`src/rtl/core/scancode_to_ascii_fifo_defines.svh`:
```
// ---------------------------------------------------------------------------
// Scancode decoder assertion macros
// Shared concurrent assertion wrappers, reset-qualified on an active-low reset.
// ---------------------------------------------------------------------------
`ifndef SCANCODE_TO_ASCII_FIFO_DEFINES_SVH
`define SCANCODE_TO_ASCII_FIFO_DEFINES_SVH

// Consequent checked in the same cycle as the antecedent.
`define SC2A_ASSERT_SAME(lbl, clk, rstn, ante, cons, msg) \
  lbl: assert property (@(posedge clk) disable iff (!rstn) (ante) |-> (cons)) \
    else $error(msg);

// Consequent checked in the cycle after the antecedent.
`define SC2A_ASSERT_NEXT(lbl, clk, rstn, ante, cons, msg) \
  lbl: assert property (@(posedge clk) disable iff (!rstn) (ante) |=> (cons)) \
    else $error(msg);

`endif

```
`src/rtl/core/sc2a_pkg.sv`:
```
// ---------------------------------------------------------------------------
// sc2a_pkg
// Types, scancode constants and the set 1 character tables.
// ---------------------------------------------------------------------------
`default_nettype none

package sc2a_pkg;

  localparam int CHAR_W    = 7;
  localparam int CODE_W    = 8;
  localparam int TBL_IDX_W = 6;
  localparam int TBL_DEPTH = 64;

  localparam logic [CODE_W-1:0] LSHIFT_MAKE  = 8'h2a;
  localparam logic [CODE_W-1:0] LSHIFT_BREAK = 8'haa;
  localparam logic [CODE_W-1:0] RSHIFT_MAKE  = 8'h36;
  localparam logic [CODE_W-1:0] RSHIFT_BREAK = 8'hb6;
  localparam logic [CODE_W-1:0] BREAK_BIT    = 8'h80;

  localparam logic OP_SCAN = 1'b0;
  localparam logic OP_READ = 1'b1;

  typedef struct packed {
    logic              operation;
    logic [CODE_W-1:0] scan_byte;
  } in_item_t;

  typedef struct packed {
    logic              has_char;
    logic [CHAR_W-1:0] character;
  } out_item_t;

  typedef struct packed {
    logic              valid;
    logic [CHAR_W-1:0] ch;
  } push_t;

  // Entries 58..63 are padding: codes there give no character.
  localparam logic [CHAR_W-1:0] LOWER_MAP [TBL_DEPTH] = '{
    7'h00, 7'h00, 7'h31, 7'h32, 7'h33, 7'h34, 7'h35, 7'h36,
    7'h37, 7'h38, 7'h39, 7'h30, 7'h2d, 7'h3d, 7'h08, 7'h09,
    7'h71, 7'h77, 7'h65, 7'h72, 7'h74, 7'h79, 7'h75, 7'h69,
    7'h6f, 7'h70, 7'h5b, 7'h5d, 7'h0a, 7'h00, 7'h61, 7'h73,
    7'h64, 7'h66, 7'h67, 7'h68, 7'h6a, 7'h6b, 7'h6c, 7'h3b,
    7'h27, 7'h60, 7'h00, 7'h5c, 7'h7a, 7'h78, 7'h63, 7'h76,
    7'h62, 7'h6e, 7'h6d, 7'h2c, 7'h2e, 7'h2f, 7'h00, 7'h2a,
    7'h00, 7'h20, 7'h00, 7'h00, 7'h00, 7'h00, 7'h00, 7'h00
  };

  localparam logic [CHAR_W-1:0] UPPER_MAP [TBL_DEPTH] = '{
    7'h00, 7'h00, 7'h21, 7'h40, 7'h23, 7'h24, 7'h25, 7'h5e,
    7'h26, 7'h2a, 7'h28, 7'h29, 7'h5f, 7'h2b, 7'h08, 7'h09,
    7'h51, 7'h57, 7'h45, 7'h52, 7'h54, 7'h59, 7'h55, 7'h49,
    7'h4f, 7'h50, 7'h7b, 7'h7d, 7'h0a, 7'h00, 7'h41, 7'h53,
    7'h44, 7'h46, 7'h47, 7'h48, 7'h4a, 7'h4b, 7'h4c, 7'h3a,
    7'h22, 7'h7e, 7'h00, 7'h7c, 7'h5a, 7'h58, 7'h43, 7'h56,
    7'h42, 7'h4e, 7'h4d, 7'h3c, 7'h3e, 7'h3f, 7'h00, 7'h2a,
    7'h00, 7'h20, 7'h00, 7'h00, 7'h00, 7'h00, 7'h00, 7'h00
  };

endpackage

`default_nettype wire

```
`src/rtl/core/sc2a_in_if.sv`:
```
// ---------------------------------------------------------------------------
// sc2a_in_if
// Valid/ready channel carrying scancode and read requests.
// ---------------------------------------------------------------------------
`default_nettype none

interface sc2a_in_if;
  logic               valid;
  logic               ready;
  sc2a_pkg::in_item_t data;

  modport source (output valid, output data, input ready);
  modport sink   (input valid, input data, output ready);
endinterface

`default_nettype wire

```
`src/rtl/core/sc2a_out_if.sv`:
```
// ---------------------------------------------------------------------------
// sc2a_out_if
// Valid/ready channel carrying read results.
// ---------------------------------------------------------------------------
`default_nettype none

interface sc2a_out_if;
  logic                valid;
  logic                ready;
  sc2a_pkg::out_item_t data;

  modport source (output valid, output data, input ready);
  modport sink   (input valid, input data, output ready);
endinterface

`default_nettype wire

```
`src/rtl/core/scancode_to_ascii_fifo.sv`:
```
// ---------------------------------------------------------------------------
// scancode_to_ascii_fifo
// Set 1 scancode decoder feeding a character buffer, read on request.
// ---------------------------------------------------------------------------
// Usage:
//   in_bus carries one beat per item: operation 0 delivers a scancode byte,
//   operation 1 asks for one character. Scancode beats give no result; each
//   read beat gives exactly one beat on out_bus (has_char 0 and character 0
//   when the buffer is empty).
//   Shift make and break codes track the shift state; other break codes are
//   ignored. Make codes map through the upper or lower case table and any
//   non-zero character goes into a FIFO_DEPTH entry buffer; when it is full
//   the character is dropped.
//   Throughput: one beat per cycle on in_bus while out_bus does not stall;
//   each beat makes at most one buffer RAM access (one write or one read).
//   A read result is registered first in the read stage, at the edge that
//   accepts its beat, and then in the output register, which loads when
//   out_bus is not stalled.
//   Reset clears shift state, pointers and fill count; the buffer RAM is not
//   cleared, and the block accepts beats from the first cycle after reset.
//   If out_bus stalls, one result waits in the output register and one in
//   the read stage; in_bus.ready then drops until out_bus takes a beat.
// ---------------------------------------------------------------------------
`default_nettype none

module scancode_to_ascii_fifo #(
  parameter int FIFO_DEPTH = 256
) (
  input  wire logic   clk,
  input  wire logic   rst_n,
  sc2a_in_if.sink     in_bus,
  sc2a_out_if.source  out_bus
);

  logic            in_ready;
  logic            in_accept;
  logic            scan_vld;
  logic            pop_req;
  sc2a_pkg::push_t push;

  assign in_accept = in_bus.valid && in_ready;
  assign scan_vld  = in_accept && (in_bus.data.operation == sc2a_pkg::OP_SCAN);
  assign pop_req   = in_accept && (in_bus.data.operation == sc2a_pkg::OP_READ);
  assign in_bus.ready = in_ready;

  sc2a_decode u_decode (
    .clk       (clk),
    .rst_n     (rst_n),
    .scan_vld  (scan_vld),
    .scan_byte (in_bus.data.scan_byte),
    .push      (push)
  );

  sc2a_fifo #(
    .FIFO_DEPTH (FIFO_DEPTH)
  ) u_fifo (
    .clk       (clk),
    .rst_n     (rst_n),
    .push      (push),
    .pop_req   (pop_req),
    .in_ready  (in_ready),
    .out_valid (out_bus.valid),
    .out_ready (out_bus.ready),
    .out_item  (out_bus.data)
  );

endmodule

`default_nettype wire

```
`src/rtl/core/sc2a_decode.sv`:
```
// ---------------------------------------------------------------------------
// sc2a_decode
// Shift tracking and set 1 make code to ASCII lookup.
// ---------------------------------------------------------------------------
`default_nettype none

module sc2a_decode (
  input  wire logic                          clk,
  input  wire logic                          rst_n,
  input  wire logic                          scan_vld,
  input  wire logic [sc2a_pkg::CODE_W-1:0]   scan_byte,
  output sc2a_pkg::push_t                    push
);

  logic                              shift_r;
  logic                              shift_nxt;
  logic [sc2a_pkg::TBL_IDX_W-1:0]    tbl_idx;
  logic [sc2a_pkg::CHAR_W-1:0]       tbl_char;
  logic                              in_table;

  assign tbl_idx  = scan_byte[sc2a_pkg::TBL_IDX_W-1:0];
  // Bits 7:6 clear covers all make codes the table can hold.
  assign in_table = (scan_byte[sc2a_pkg::CODE_W-1:sc2a_pkg::TBL_IDX_W] == '0);
  assign tbl_char = shift_r ? sc2a_pkg::UPPER_MAP[tbl_idx] : sc2a_pkg::LOWER_MAP[tbl_idx];

  always_comb begin
    shift_nxt  = shift_r;
    push.valid = 1'b0;
    push.ch    = tbl_char;
    if (scan_vld) begin
      if (scan_byte == sc2a_pkg::LSHIFT_MAKE || scan_byte == sc2a_pkg::RSHIFT_MAKE) begin
        shift_nxt = 1'b1;
      end else if (scan_byte == sc2a_pkg::LSHIFT_BREAK ||
                   scan_byte == sc2a_pkg::RSHIFT_BREAK) begin
        shift_nxt = 1'b0;
      end else if ((scan_byte & sc2a_pkg::BREAK_BIT) == '0 && in_table) begin
        push.valid = (tbl_char != '0);
      end
    end
  end

  always_ff @(posedge clk) begin
    if (!rst_n) begin
      shift_r <= 1'b0;
    end else begin
      shift_r <= shift_nxt;
    end
  end

endmodule

`default_nettype wire

```
`src/rtl/core/sc2a_fifo.sv`:
```
// ---------------------------------------------------------------------------
// sc2a_fifo
// Character ring buffer in a synchronous RAM, with a read stage and an
// output register.
// ---------------------------------------------------------------------------
`default_nettype none

`include "scancode_to_ascii_fifo_defines.svh"

module sc2a_fifo #(
  parameter int FIFO_DEPTH = 256
) (
  input  wire logic                 clk,
  input  wire logic                 rst_n,
  input  wire sc2a_pkg::push_t      push,
  input  wire logic                 pop_req,
  output logic                      in_ready,
  output logic                      out_valid,
  input  wire logic                 out_ready,
  output sc2a_pkg::out_item_t       out_item
);

  localparam int AW = (FIFO_DEPTH > 1) ? $clog2(FIFO_DEPTH) : 1;
  localparam int CW = $clog2(FIFO_DEPTH + 1);
  localparam logic [AW-1:0] LAST_IDX = AW'(FIFO_DEPTH - 1);
  localparam logic [CW-1:0] FULL_CNT = CW'(FIFO_DEPTH);

  logic [sc2a_pkg::CHAR_W-1:0] char_mem [FIFO_DEPTH];
  logic [sc2a_pkg::CHAR_W-1:0] rd_data_r;

  logic [AW-1:0] wr_ptr_r, wr_ptr_nxt;
  logic [AW-1:0] rd_ptr_r, rd_ptr_nxt;
  logic [CW-1:0] count_r, count_nxt;
  logic          s1_valid_r, s1_valid_nxt;
  logic          s1_has_r, s1_has_nxt;
  logic          out_valid_r, out_valid_nxt;
  sc2a_pkg::out_item_t out_item_r, out_item_nxt;

  logic do_push;
  logic do_pop;
  logic s1_move;

  // Characters arriving at a full buffer are dropped.
  assign do_push  = push.valid && (count_r != FULL_CNT);
  assign do_pop   = pop_req && (count_r != '0);
  assign s1_move  = !out_valid_r || out_ready;
  assign in_ready = !s1_valid_r || s1_move;

  always_ff @(posedge clk) begin
    if (do_push) begin
      char_mem[wr_ptr_r] <= push.ch;
    end
    if (do_pop) begin
      rd_data_r <= char_mem[rd_ptr_r];
    end
  end

  always_comb begin
    wr_ptr_nxt    = wr_ptr_r;
    rd_ptr_nxt    = rd_ptr_r;
    count_nxt     = count_r;
    s1_valid_nxt  = s1_valid_r;
    s1_has_nxt    = s1_has_r;
    out_valid_nxt = out_valid_r;
    out_item_nxt  = out_item_r;

    if (do_push) begin
      wr_ptr_nxt = (wr_ptr_r == LAST_IDX) ? '0 : wr_ptr_r + AW'(1);
      count_nxt  = count_r + CW'(1);
    end
    if (do_pop) begin
      rd_ptr_nxt = (rd_ptr_r == LAST_IDX) ? '0 : rd_ptr_r + AW'(1);
      count_nxt  = count_r - CW'(1);
    end

    if (s1_valid_r && s1_move) begin
      out_valid_nxt          = 1'b1;
      out_item_nxt.has_char  = s1_has_r;
      out_item_nxt.character = s1_has_r ? rd_data_r : '0;
    end else if (out_ready) begin
      out_valid_nxt = 1'b0;
    end

    if (pop_req) begin
      s1_valid_nxt = 1'b1;
      s1_has_nxt   = do_pop;
    end else if (s1_move) begin
      s1_valid_nxt = 1'b0;
    end
  end

  always_ff @(posedge clk) begin
    if (!rst_n) begin
      wr_ptr_r    <= '0;
      rd_ptr_r    <= '0;
      count_r     <= '0;
      s1_valid_r  <= 1'b0;
      s1_has_r    <= 1'b0;
      out_valid_r <= 1'b0;
    end else begin
      wr_ptr_r    <= wr_ptr_nxt;
      rd_ptr_r    <= rd_ptr_nxt;
      count_r     <= count_nxt;
      s1_valid_r  <= s1_valid_nxt;
      s1_has_r    <= s1_has_nxt;
      out_valid_r <= out_valid_nxt;
    end
  end

  always_ff @(posedge clk) begin
    out_item_r <= out_item_nxt;
  end

  assign out_valid = out_valid_r;
  assign out_item  = out_item_r;

  `SC2A_ASSERT_SAME(a_count_bound, clk, rst_n, 1'b1, count_r <= FULL_CNT, "fill count over depth")
  `SC2A_ASSERT_NEXT(a_pop_stage, clk, rst_n, do_pop, s1_valid_r && s1_has_r, "pop lost in read stage")
  `SC2A_ASSERT_NEXT(a_full_drop, clk, rst_n, push.valid && count_r == FULL_CNT, count_r == FULL_CNT && $stable(wr_ptr_r), "push accepted while full")
  `SC2A_ASSERT_SAME(a_stall_cause, clk, rst_n, !in_ready, s1_valid_r && out_valid_r && !out_ready, "input stalled without a full pipe")

endmodule

`default_nettype wire
```
`src/flat_wrapper.sv`:
```
// flat-port wrapper written by rule: the top's interface ports become plain ports
module scancode_to_ascii_fifo_flat 
#(
  parameter int FIFO_DEPTH = 256
)
  (clk, rst_n, in_bus_valid, in_bus_data, in_bus_ready, out_bus_valid, out_bus_data, out_bus_ready);
  sc2a_in_if in_bus_i ();
  sc2a_out_if out_bus_i ();
  input  wire logic clk;
  input  wire logic rst_n;
  input wire logic [$bits(in_bus_i.valid)-1:0] in_bus_valid;
  input wire logic [$bits(in_bus_i.data)-1:0] in_bus_data;
  output wire logic [$bits(in_bus_i.ready)-1:0] in_bus_ready;
  output wire logic [$bits(out_bus_i.valid)-1:0] out_bus_valid;
  output wire logic [$bits(out_bus_i.data)-1:0] out_bus_data;
  input wire logic [$bits(out_bus_i.ready)-1:0] out_bus_ready;
  assign in_bus_i.valid = in_bus_valid;
  assign in_bus_i.data = in_bus_data;
  assign in_bus_ready = in_bus_i.ready;
  assign out_bus_valid = out_bus_i.valid;
  assign out_bus_data = out_bus_i.data;
  assign out_bus_i.ready = out_bus_ready;
  scancode_to_ascii_fifo #(.FIFO_DEPTH(FIFO_DEPTH)) u_core (.clk(clk), .rst_n(rst_n), .in_bus(in_bus_i), .out_bus(out_bus_i));
endmodule
```
`config.mk`:
```
export PLATFORM = sky130hd
export DESIGN_NAME = scancode_to_ascii_fifo_flat
export DESIGN_NICKNAME = d
export VERILOG_FILES = /design/src/rtl/core/sc2a_pkg.sv /design/src/rtl/core/sc2a_in_if.sv /design/src/rtl/core/sc2a_out_if.sv /design/src/rtl/core/scancode_to_ascii_fifo.sv /design/src/rtl/core/sc2a_decode.sv /design/src/rtl/core/sc2a_fifo.sv /design/src/flat_wrapper.sv
export VERILOG_INCLUDE_DIRS = /design/src /design/src/rtl/core
export SDC_FILE = /design/constraint.sdc
export NUM_CORES = 2
export LEC_CHECK = 0
export BUFFER_PORTS_ARGS = -buffer_cell sky130_fd_sc_hd__buf_4
export CORE_MARGIN = 5
export CORE_UTILIZATION = 68
export DETAILED_ROUTE_END_ITERATION = 7
export PLACE_DENSITY_LB_ADDON = 0.2
export SKIP_LAST_GASP = 1
export SYNTH_ARGS = -nofsm -noshare
export SYNTH_HDL_FRONTEND = slang
export SYNTH_SLANG_ARGS = --single-unit
```
`constraint.sdc`:
```
create_clock -name clk -period 20.4 [get_ports clk]
set_input_delay 4.08 -clock clk [delete_from_list [all_inputs] [get_ports clk]]
set_output_delay 4.08 -clock clk [all_outputs]
set_load 0.02 [all_outputs]
```
==> summary.txt <==
Status
  – Status: complete, no violations

Clock network
  – CTS buffer count: 171
  – CTS H-tree lvls: 4
  – Clk buf depth: 3
  – CTS tree: done
  – Post-CTS resize count: 0
  – Latest clock arrival within the worst-skew pair: 790 ps
  – CTS Sinks: 1836
  – Clock Pin Slew Worst Setup and Hold Paths: 70 ps
  – Hold buffers post-CTS: 0
  – Setup Buffers After CTS: 0
  – CTS root buffer: clkbuf_16

Synth
  – Xor and xnor fraction of the mapped netlist area: 0.180%
  – EDFF count, synth: 1807
  – Netlist cell types: 66
  – Async S/R FF share, synth: 0%
  – Multiplexer area fraction after synthesis: 17.5%
  – Avg Cell Area, Syn: 21.7 sq um
  – Largest family of logic cells by synthesized area: multiplexers
  – Synth Area in Simple Gates: 3.05%
  – Dominant synthesized flop cell: edfxtp_1
  – Number of synthesis warnings: 0
  – Cell area after synthesis: 72800 sq um
  – Post-Synth Adder-Cell Area: 0.474%
  – Cells after Synth: 3353
  – Seq/Total Area, Yosys: 75.3%
  – Synth Area in Compound Gates: 1.85%
  – Seq cells post-synth: 1836
  – Syn_nets: 3393

Worst hold path
  – Hold crit path type: reg2reg
  – Worst hold path depth: 2
  – Worst min-delay path endpoint: u_core.u_fifo.count_r[7]
  – Min-Delay Startpoint: u_core.u_fifo.count_r[7]

Route
  – DRT Pass-1 Iters: 7
  – Detail-routed via count per cell: 7.40
  – Iter 0 DRT Violations: 5949
  – Routed WL: 182000 um
  – DR WL/cell: 37.0 um
  – Vias: 36487
  – Post-route DRC: 0
  – Final antenna-violating net count: 0

Setup path
  – Required time of the critical path: 16320 ps
  – Reg2reg path depth: 7
  – Worst path arrival time: 4760 ps
  – Reg-to-reg setup timing slack: 15190 ps
  – Worst r2r src: u_core.u_fifo.rd_ptr_r[0]
  – Critical path launch point type: input pin
  – CP peak stage delay: 220 ps
  – RR Endpoint: u_core.u_fifo.rd_data_r[5]
  – CP Max Fanout: 4
  – CP Cell Sequence: buf_4 > nor2b_1 > nand2_1 > buf_4
  – CP max stage cell: nor2b_1
  – Crit path top cell by count: buf_4
  – Setup CP Type: in2out
  – Endpoint class of the critical path: output port

STA
  – Least-Margin Pin Slew: 1470 ps
  – Pins Over Slew Limit: 0
  – Final worst slack: 11560 ps
  – Max-slew headroom: 2.08%
  – Fmax: 113 MHz
  – Final hold vios: 0
  – Post-Route Skew: 28.4 ps
  – Unrepaired setup endpoints after global routing: false
  – Period utilisation layout: 43.3%
  – Sum Neg Setup Slack: 0 ps
  – Tmin final: 8840 ps
  – Setup violations, final: 0

Placed design
  – HPWL after DPL: 100000 um
  – GPL Wtd Cong: 0.906
  – IO buf count: 22
  – DP Worst Slack: 11330 ps

Job
  – Maxcap violations: 0

Floorplanning
  – # rows: 120
  – Die span in y: 337 um
  – Ports: 23
  – Die area: 114000 sq um
  – Die Wd: 337 um
  – Initial Util: 68.2%
  – Core area: 107000 sq um

Pwr
  – VDD IR-drop max: 0.0850 mV
  – P_leak: 0.0238 uW
  – PD cells: 98.0 nW/um^2

GRT
  – First-pass GRT wire length: 265000 um
  – Vias in the first global route: 36598
  – Gr usage total: 32.9%
  – Largest net degree at the start of global routing: 176
  – Initial antenna violation count: 9
  – Total grt overflow: 0

Final layout
  – Nets: 3426
  – Share of cells above drive strength 1: 27.8%
  – Syn-to-layout area delta: 9.59%
  – Final Util: 74.7%
placed cells by master, fill, tap and decap left out, types with 10 or more instances in the layout:
cell | netlist | routed
a21oi_1 | 37 | 37
a221oi_1 | 11 | 11
a22o_1 | 13 | 13
a22oi_1 | 20 | 20
and2_1 | 13 | 11
buf_4 | 11 | 75
bufinv_16 | 0 | 19
clkbuf_1 | 106 | 26
clkbuf_16 | 0 | 173
clkinv_1 | 0 | 36
clkinv_2 | 0 | 34
dfxtp_1 | 29 | 25
edfxtp_1 | 1807 | 1807
ha_1 | 26 | 26
inv_1 | 23 | 20
mux2i_1 | 26 | 26
mux4_2 | 553 | 553
nand2_1 | 47 | 47
nand2b_1 | 11 | 11
nand3_1 | 27 | 23
nor2_1 | 212 | 211
nor2_2 | 70 | 71
nor2b_1 | 26 | 24
o21ai_0 | 33 | 33
o22ai_1 | 10 | 10
or3_1 | 17 | 17
state kept, by name, indices dropped and copies added (netlist names):
name,count
u_core.u_fifo.count_r,9
u_core.u_fifo.out_valid,1
u_core.u_fifo.s1_valid_r,1
u_core.u_fifo.out_item,8
u_core.u_fifo.char_mem,1792
u_core.u_fifo.wr_ptr_r,8
u_core.u_fifo.rd_ptr_r,8
u_core.u_fifo.s1_has_r,1
u_core.u_fifo.rd_data_r,7
u_core.u_decode.shift_r,1
area by class of cell:
type,count,area (sq um)
tap,1403,1760
timing repair buffer,78,623
sequential,1836,54900
multi-input combinational,1275,16800
clock buffer,203,4480
clock inverter,111,1130
fill,5437,27000
antenna,2,5.00
inverter,24,110
kinds of logic (layout without fill, tap and decap cells):
logic type,count (synthesis),count (layout)
adder cells (fa/ha/maj),27,27
multiplexers,581,581
flip-flops,1836,1836
buffers and inverters,242,416
XOR/XNOR,15,15
other,0,2
AND/OR/NAND/NOR,462,462
AO/OA/AOI/OAI,190,190
power breakdown:
part | leakage (uW) | total [uW] | switching [uW] | internal (uW)
sequential | 0.0166 | 4220 | 5.79 | 4220
combinational | 0.00446 | 372 | 255 | 117
clock | 0.00275 | 3230 | 1410 | 1820
stage by stage:
step                      hold slack, ps  cell area (sq um)  power (uW)  std cells
final                                490              79800        7820       4932
after global routing                 530              79800        8040       4930
after CTS                            490              79800        7840       4930
after detailed placement             474              74200        4680       4616
after global placement               468              74200        4660       4616
after floorplan                      452              72800        4560       3353
critical path: cells and delay by family:
kind	cells	cell delay [ps]
AND/OR/NAND/NOR	2	380
buffers and inverters	2	300
synth_stat cells, drive strengths merged, types with 3 or more instances:
master,n,area [sq um]
a21boi,3,22.5
or4,8,60.1
o21a,3,22.5
a22o,13,114
nand2,47,176
nor3,8,40.0
xor2,9,78.8
o22ai,10,62.6
or2,3,18.8
o2111ai,3,26.3
nor2,282,1230
a221oi,12,111
mux4,553,12500
a221o,5,50.1
inv,24,90.1
and2,13,81.3
nand3,27,135
o21ai,33,165
and3,5,31.3
o221ai,9,78.8
a22oi,20,150
or3,17,106
clkbuf,106,398
ha,26,325
nand4,7,43.8
nand2b,11,68.8
o211ai,5,37.5
buf,112,698
a21o,4,37.5
dfxtp,29,581
a211o,6,52.6
edfxtp,1807,54300
nor2b,26,163
o31ai,4,30.0
a21oi,38,194
xnor2,6,52.6
a211oi,7,52.6
mux2i,26,260
nor4,3,18.8
worst max-delay path by stage:
stage / startpoint / to / slack, ps / cells past startpoint
after floorplan: in_bus_data[1] / u_core.u_fifo.char_mem[237][0] / 10130 / 14
after global placement: in_bus_data[0] / u_core.u_fifo.char_mem[97][0] / 11570 / 11
after detailed placement: in_bus_data[0] / u_core.u_fifo.char_mem[33][1] / 11330 / 11
after CTS: out_bus_ready / in_bus_ready / 11570 / 4
after global routing: out_bus_ready / in_bus_ready / 11510 / 4
final: out_bus_ready / in_bus_ready / 11560 / 4
layer usage:
layer / vias up / track usage (%) / routed length [um] / share of wire [%]
met5: - / 0 / 41 / 0.022
met4: 6 / 12.1 / 7660 / 4.2
met3: 430 / 8.68 / 23200 / 13
met2: 3065 / 50.6 / 87200 / 48
met1: 18889 / 47.1 / 64200 / 35
li1: 14097 / - / - / -
(Power assumes the default switching activity.)
